<file path="config.mk">
export PLATFORM = sky130hd
export DESIGN_NAME = clcs_ctrl
export DESIGN_NICKNAME = d
export VERILOG_FILES = /design/src/rtl/core/clcs_pkg.sv /design/src/rtl/core/clcs_ctrl.sv
export SDC_FILE = /design/constraint.sdc
export NUM_CORES = 1
export LEC_CHECK = 0
export ABC_AREA = 1
export BUFFER_PORTS_ARGS = -buffer_cell sky130_fd_sc_hd__clkbuf_2
export CORE_MARGIN = 4
export CORE_UTILIZATION = 25
export CTS_BUF_LIST = sky130_fd_sc_hd__clkbuf_8
export CTS_CLUSTER_SIZE = 10
export DETAILED_ROUTE_END_ITERATION = 8
export HOLD_SLACK_MARGIN = 0.02
export PLACE_DENSITY = 0.51
export SLEW_MARGIN = 15
export SYNTH_ARGS = -nofsm -noshare
export SYNTH_HDL_FRONTEND = slang
export SYNTH_SLANG_ARGS = --single-unit
</file>
<file path="constraint.sdc">
create_clock -name clk -period 3.1 [get_ports clk]
set_input_delay 0.31 -clock clk [delete_from_list [all_inputs] [get_ports clk]]
set_output_delay 0.31 -clock clk [all_outputs]
set_load 0.02 [all_outputs]
</file>
<file path="src/rtl/core/clcs_pkg.sv">
// Package for the cue list crossfade sampler: sizes, codes, controller/datapath structs.
// No dependencies.
`default_nettype none
package clcs_pkg;
	localparam int MAX_CUES = 16;
	localparam int NUM_CONTROLS = 16;
	localparam int CW = $clog2(MAX_CUES);
	localparam int NW = $clog2(NUM_CONTROLS);
	localparam int MEM_DEPTH = MAX_CUES * NUM_CONTROLS;
	localparam int MW = $clog2(MEM_DEPTH);
	localparam logic [39:0] TIME_LIMIT = 40'd1000000000000;
	localparam logic [24:0] AMT_ONE = 25'h1000000;

	localparam logic [2:0] REQ_DEFAULT = 3'd0;
	localparam logic [2:0] REQ_TARGET = 3'd1;
	localparam logic [2:0] REQ_COMMIT = 3'd2;
	localparam logic [2:0] REQ_OVERRIDE = 3'd3;
	localparam logic [2:0] REQ_SAMPLE = 3'd4;
	localparam logic [2:0] REQ_CROSSED = 3'd5;

	localparam logic [1:0] KIND_VALUE = 2'd0;
	localparam logic [1:0] KIND_CUE = 2'd1;
	localparam logic [1:0] KIND_STATUS = 2'd2;
	localparam logic [1:0] KIND_EMPTY = 2'd3;

	localparam logic [2:0] ST_OK = 3'd0;
	localparam logic [2:0] ST_TIME = 3'd1;
	localparam logic [2:0] ST_BAD_CUE = 3'd2;
	localparam logic [2:0] ST_FULL = 3'd3;
	localparam logic [2:0] ST_BAD_INDEX = 3'd4;

	typedef enum logic [3:0] {
		S_IDLE, S_CHECK, S_IDSCAN, S_FIND, S_DIV, S_SMOOTH1, S_SMOOTH2,
		S_LERP, S_EMIT, S_XSCAN, S_STATUS, S_DONE
	} state_t;

	typedef struct packed {
		logic load_item;
		logic clr_scan;
		logic inc_scan;
		logic start_div;
		logic smooth1;
		logic smooth2;
		logic lerp_rd;
		logic lerp_mul;
		logic lerp_out;
		logic do_commit;
		logic do_simple;
		logic clr_ctl;
		logic inc_ctl;
	} cmd_t;

	typedef struct packed {
		logic [2:0] req;
		logic [2:0] pre_status;
		logic       scan_end;
		logic       scan_hit;
		logic       div_done;
		logic       ctl_end;
		logic       smooth;
		logic       x_hit;
		logic       x_empty;
	} sts_t;
endpackage
`default_nettype wire

</file>
<file path="src/rtl/core/clcs_ctrl.sv">
// Controller state machine of the cue list crossfade sampler.
// Depends on clcs_pkg.
`default_nettype none
module clcs_ctrl (
	input  wire logic            clk,
	input  wire logic            arst_n,
	input  wire logic            in_fire,
	input  wire logic            out_free,
	input  wire clcs_pkg::sts_t  sts,
	output clcs_pkg::cmd_t       cmd,
	output logic                 busy,
	output logic                 emit_value,
	output logic                 emit_cue,
	output logic                 emit_status,
	output logic                 emit_empty,
	output logic                 commit_sample
);
	clcs_pkg::state_t state_q, state_n;
	logic commit_q, commit_n;

	always_ff @(posedge clk or negedge arst_n) begin
		if (!arst_n) begin
			state_q <= clcs_pkg::S_IDLE;
			commit_q <= 1'b0;
		end else begin
			state_q <= state_n;
			commit_q <= commit_n;
		end
	end

	assign commit_sample = commit_q;

	always_comb begin
		state_n = state_q;
		commit_n = commit_q;
		cmd = '0;
		emit_value = 1'b0;
		emit_cue = 1'b0;
		emit_status = 1'b0;
		emit_empty = 1'b0;
		busy = (state_q != clcs_pkg::S_IDLE);
		case (state_q)
			clcs_pkg::S_IDLE: begin
				if (in_fire) begin
					cmd.load_item = 1'b1;
					state_n = clcs_pkg::S_CHECK;
				end
			end
			clcs_pkg::S_CHECK: begin
				cmd.clr_scan = 1'b1;
				commit_n = 1'b0;
				if (sts.pre_status != clcs_pkg::ST_OK) state_n = clcs_pkg::S_STATUS;
				else begin
					case (sts.req)
						clcs_pkg::REQ_COMMIT: state_n = clcs_pkg::S_IDSCAN;
						clcs_pkg::REQ_SAMPLE: state_n = clcs_pkg::S_FIND;
						clcs_pkg::REQ_CROSSED: state_n = clcs_pkg::S_XSCAN;
						clcs_pkg::REQ_DEFAULT, clcs_pkg::REQ_TARGET,
						clcs_pkg::REQ_OVERRIDE: state_n = clcs_pkg::S_STATUS;
						default: state_n = clcs_pkg::S_IDLE;
					endcase
				end
			end
			clcs_pkg::S_IDSCAN: begin
				if (sts.scan_hit) state_n = clcs_pkg::S_STATUS;
				else if (sts.scan_end) begin
					cmd.clr_scan = 1'b1;
					commit_n = 1'b1;
					state_n = clcs_pkg::S_FIND;
				end else cmd.inc_scan = 1'b1;
			end
			clcs_pkg::S_FIND: begin
				if (sts.scan_end) begin
					cmd.start_div = 1'b1;
					state_n = clcs_pkg::S_DIV;
				end else cmd.inc_scan = 1'b1;
			end
			clcs_pkg::S_DIV: begin
				if (sts.div_done) begin
					cmd.clr_ctl = 1'b1;
					if (sts.smooth) state_n = clcs_pkg::S_SMOOTH1;
					else begin
						cmd.lerp_rd = 1'b1;
						state_n = clcs_pkg::S_LERP;
					end
				end
			end
			clcs_pkg::S_SMOOTH1: begin
				cmd.smooth1 = 1'b1;
				state_n = clcs_pkg::S_SMOOTH2;
			end
			clcs_pkg::S_SMOOTH2: begin
				cmd.smooth2 = 1'b1;
				cmd.lerp_rd = 1'b1;
				state_n = clcs_pkg::S_LERP;
			end
			clcs_pkg::S_LERP: begin
				cmd.lerp_mul = 1'b1;
				state_n = clcs_pkg::S_EMIT;
			end
			clcs_pkg::S_EMIT: begin
				if (commit_q || out_free) begin
					cmd.lerp_out = 1'b1;
					if (!commit_q) emit_value = 1'b1;
					if (sts.ctl_end) begin
						if (commit_q) begin
							cmd.do_commit = 1'b1;
							state_n = clcs_pkg::S_STATUS;
						end else state_n = clcs_pkg::S_DONE;
					end else begin
						cmd.inc_ctl = 1'b1;
						cmd.lerp_rd = 1'b1;
						state_n = clcs_pkg::S_LERP;
					end
				end
			end
			clcs_pkg::S_XSCAN: begin
				if (sts.scan_end) begin
					if (sts.x_empty) begin
						if (out_free) begin
							emit_empty = 1'b1;
							state_n = clcs_pkg::S_DONE;
						end
					end else state_n = clcs_pkg::S_DONE;
				end else if (sts.x_hit) begin
					if (out_free) begin
						emit_cue = 1'b1;
						cmd.inc_scan = 1'b1;
					end
				end else cmd.inc_scan = 1'b1;
			end
			clcs_pkg::S_STATUS: begin
				if (out_free) begin
					emit_status = 1'b1;
					cmd.do_simple = 1'b1;
					state_n = clcs_pkg::S_DONE;
				end
			end
			clcs_pkg::S_DONE: state_n = clcs_pkg::S_IDLE;
			default: state_n = clcs_pkg::S_IDLE;
		endcase
	end
endmodule
`default_nettype wire

</file>
# Yosys cells after proc, flatten, opt, wreduce, memory -nomap -nowiden
# Index checks and enable logic that the tools add are counted.
# word_totals
output_inout_bits	19
inputBits	17
ff_bits	5
# op_classes
eq_ne	23
mux	54
n_reduce_logical	9
# ops
cell	n
$mux 4	11
$pmux 4 s11	1
$mux 1	33
$eq 4x3->1 const B	4
$pmux 4 s4	1
$ne 2x2->1 const B	7
$eq 4x4->1 const B	3
$eq 4x2->1 const B	2
$mux 2	4
$eq 3x2->1 const B	2
$eq 3x3->1 const B	2
$pmux 1 s3	2
$reduce_and 6->1	1
$eq 4x1->1 const B	1
$logic_not 4->1	1
$pmux 1 s2	2
$reduce_bool 4->1	1
$eq 3x1->1 const B	1
$logic_not 3->1	1
$ne 3x3->1 const B	1
$reduce_and 3->1	1
$reduce_bool 3->1	1
$reduce_or 3->1	1
$reduce_bool 2->1	1
$logic_or 1x1->1	1

# Longest topological paths before layout
# depth
ltp_word	5
mapped_depth	8
depth_no_buf	8

# Least setup slack after synthesis
# OpenSTA, ideal clock, no wires.
# synth_timing
path_type	reg-to-output
start	reg state_q[1]
end	out cmd[6] (netlist name)
path_stages_with_launch	7
arrival_ns	1.356
path_buffers	0
setup_slack_ns	1.434
cell_sequence	dfrtp_1 nor2_2 nand2_4 or2_4 nor2_4 nor2_1 o21ai_2
# synth_lines
item	line_no	rtl
start, declared	clcs_ctrl.sv:18	clcs_pkg::state_t state_q, state_n;
start signal, assigned	clcs_ctrl.sv:23	state_q <= clcs_pkg::S_IDLE;
start signal, assigned	clcs_ctrl.sv:26	state_q <= state_n;
end, declared	clcs_ctrl.sv:10	output clcs_pkg::cmd_t cmd,

==> impl_metrics.py <==
metrics = {
    "finish": {
        "drive_above_1_share": 0.308,
        "nets": 187,
        "n_antenna_cell": 0,
        "syn_to_final_growth_pct": 37.1,
        "mostFrequentLayoutCell": "nand2_1",
        "layout_common_cells": "nand2_1, clkbuf_2, inv_1",
        "postLayoutCoreUtil": 0.374,
        "layout.cells.non_filler": 199,
        "fin_area_sq_um": 961,
        "fillers": 307,
    },
    "timing": {
        "post-route-period-util": 0.654,
        "maxSlewViolCount": 0,
        "hold_ws_ns": 0.445,
        "worst_slack_ns": 1.07,
        "finalSetupViolCount": 0,
        "finalSetupTns_ns": 0,
        "finalHoldViolCount": 0,
        "tightestPinTransition_ns": 0.394,
        "fin_worst_skew_ns": 0.00134,
        "rsz0062_at_grt": "no",
        "timing.slew.headroom": 0.737,
        "fmax_mhz": 493,
        "finalCriticalPeriod_ns": 2.03,
    },
    "clocking": {
        "numCtsBuffers": 3,
        "clockBufferDepth": 2,
        "clock_sinks": 5,
        "cts_hold_buf": 1,
        "h-tree-depth": 1,
        "cts_resized": 0,
        "cts-root-buf": "clkbuf_8",
        "cts_tree": "built",
        "clk_latency_ns": 0.22,
        "post-cts-setup-buffers": 0,
        "clkTransAtPathRegs_ns": 0.04,
    },
    "die": {
        "coreArea_sq_mm": 0.00257,
        "die_h_um": 60.9,
        "die-area_sq_mm": 0.00371,
        "initial_utilization": 0.273,
        "rows": 18,
        "io_pins": 36,
        "die_x_um": 60.9,
    },
    "critical_path": {
        "cp-end-kind": "output pin",
        "required_ns": 2.79,
        "critical_path_class": "flop to output pin",
        "start_kind": "flop",
        "path_max_fanout": 8,
        "cp.arrival_ns": 1.72,
    },
    "yosys": {
        "syn-mean-instance-area_sq_um": 5.39,
        "synthesis.nets": 147,
        "yosysSeqAreaShare": 0.179,
        "netlist_area_sq_um": 701,
        "synth_area_leaders": "nand2_1, dfrtp_1, nand3_1",
        "synth_area_leader_cell": "nand2_1",
        "yosys.area.top_type_share": 0.209,
        "syn_inst": 130,
        "synth_cell_type_count": 20,
        "ys.warnings.count": 0,
        "ys_ff_latch": 5,
    },
    "global_route": {
        "grt_usage": 0.124,
        "grt_pass1_vias": 842,
        "grt_pass1_wl_um": 3540,
        "grt_overflow_total": 0,
        "antenna_found_initial": 0,
        "grt_start_max_net_pins": 11,
    },
    "job": {
        "maxCapViolCount": 0,
    },
    "placed_design": {
        "dp.cells": 194,
        "pre_cts_ws_ns": 1.30,
        "io_buffers": 35,
        "gp_congestion": 0.822,
        "placed_cell_area_sq_um": 906,
        "hpwlAfterDp_um": 1820,
    },
    "route": {
        "drc": 0,
        "vias": 913,
        "avgRoutedWirePerCell_um": 10.6,
        "viasPerCell": 4.59,
        "drt-total-wl_um": 2120,
        "ant_nets": 0,
        "drt_iter0_drc": 30,
        "drtPass1Iterations": 4,
    },
    "pwr": {
        "powerDensity_mw_per_mm2": 847,
        "total_power_uw": 814,
        "peakVddDrop_v": 0.000460,
        "power.leakage_nw": 0.641,
    },
    "hold_path": {
        "hold_path_class": "primary input to asynchronous set/reset pin",
    },
    "outcome": {
        "status": "finished, final reports clean",
    },
}
## flip-flops by register name (all words and copies together), names as in the netlist
register and cells:
state_q 4, commit_sample 1
## worst paths after layout
| check | from | endpoint | slack (ns) | depth (start not counted) |
|---|---|---|---|---|
| worst min-delay path | arst_n | state_q[3] | 0.45 | 2 |
| worst min register to register | state_q[1] | state_q[1] | 0.59 | 2 |
| max in group asynchronous | arst_n | state_q[0] | 2.52 | 2 |
| worst max-delay path | state_q[1] | cmd[6] | 1.07 | 7 |
| min in group clk | sts[6] | commit_sample | 0.45 | 3 |
| worst max register to register | state_q[2] | state_q[1] | 1.63 | 7 |
## final cells by class
cell class / count / area (sq um) / area share
multi-input cells: 101 / 482 / 0.501
repair buffers: 36 / 185 / 0.193
flip-flops and latches: 5 / 125 / 0.130
inverters: 23 / 86.3 / 0.0898
clock buffers: 3 / 41.3 / 0.0430
well taps: 30 / 37.5 / 0.0391
clock inverters: 1 / 3.75 / 0.00391
## cell usage after synthesis, drive strengths merged
cell and n:
o21ai 5, buf 1, o211ai 1, or2 1, inv 23, nand3b 1, nand4 1, nor2 28
a21oi 1, dfrtp 5, nand2 41, nand3 20, nor3 2
## logic make-up after synthesis
group / after synthesis / share of synthesized area
AO/OA/AOI/OAI: 7 / 0.0589
buffers and inverters: 24 / 0.134
flip-flops: 5 / 0.179
AND/OR/NAND/NOR: 94 / 0.629
## layer usage
layer	part of all wire	track usage	wire length, um
met5	0	0	0
met1	0.45	0.159	960
met3	0.052	0.0277	111
met4	0	0.00929	0
met2	0.49	0.220	1050
## power breakdown
group / total (mW) / switching [mW] / leakage (nW) / internal (mW)
combinational: 0.555 / 0.378 / 0.551 / 0.177
clock: 0.115 / 0.0304 / 0.0269 / 0.0847
sequential: 0.144 / 0.0472 / 0.0634 / 0.0967
total: 0.814 / 0.455 / 0.641 / 0.359
## critical path, cell delays in order, from the launching register on
cell and delay, ns:
dfrtp_1 0.42, nor2_2 0.36, nand2_4 0.10, or2_4 0.25, nor2_4 0.08, nor2_1 0.05, o21ai_2 0.04, clkbuf_2 0.18
Note: power is estimated with default switching activity, not from simulation.
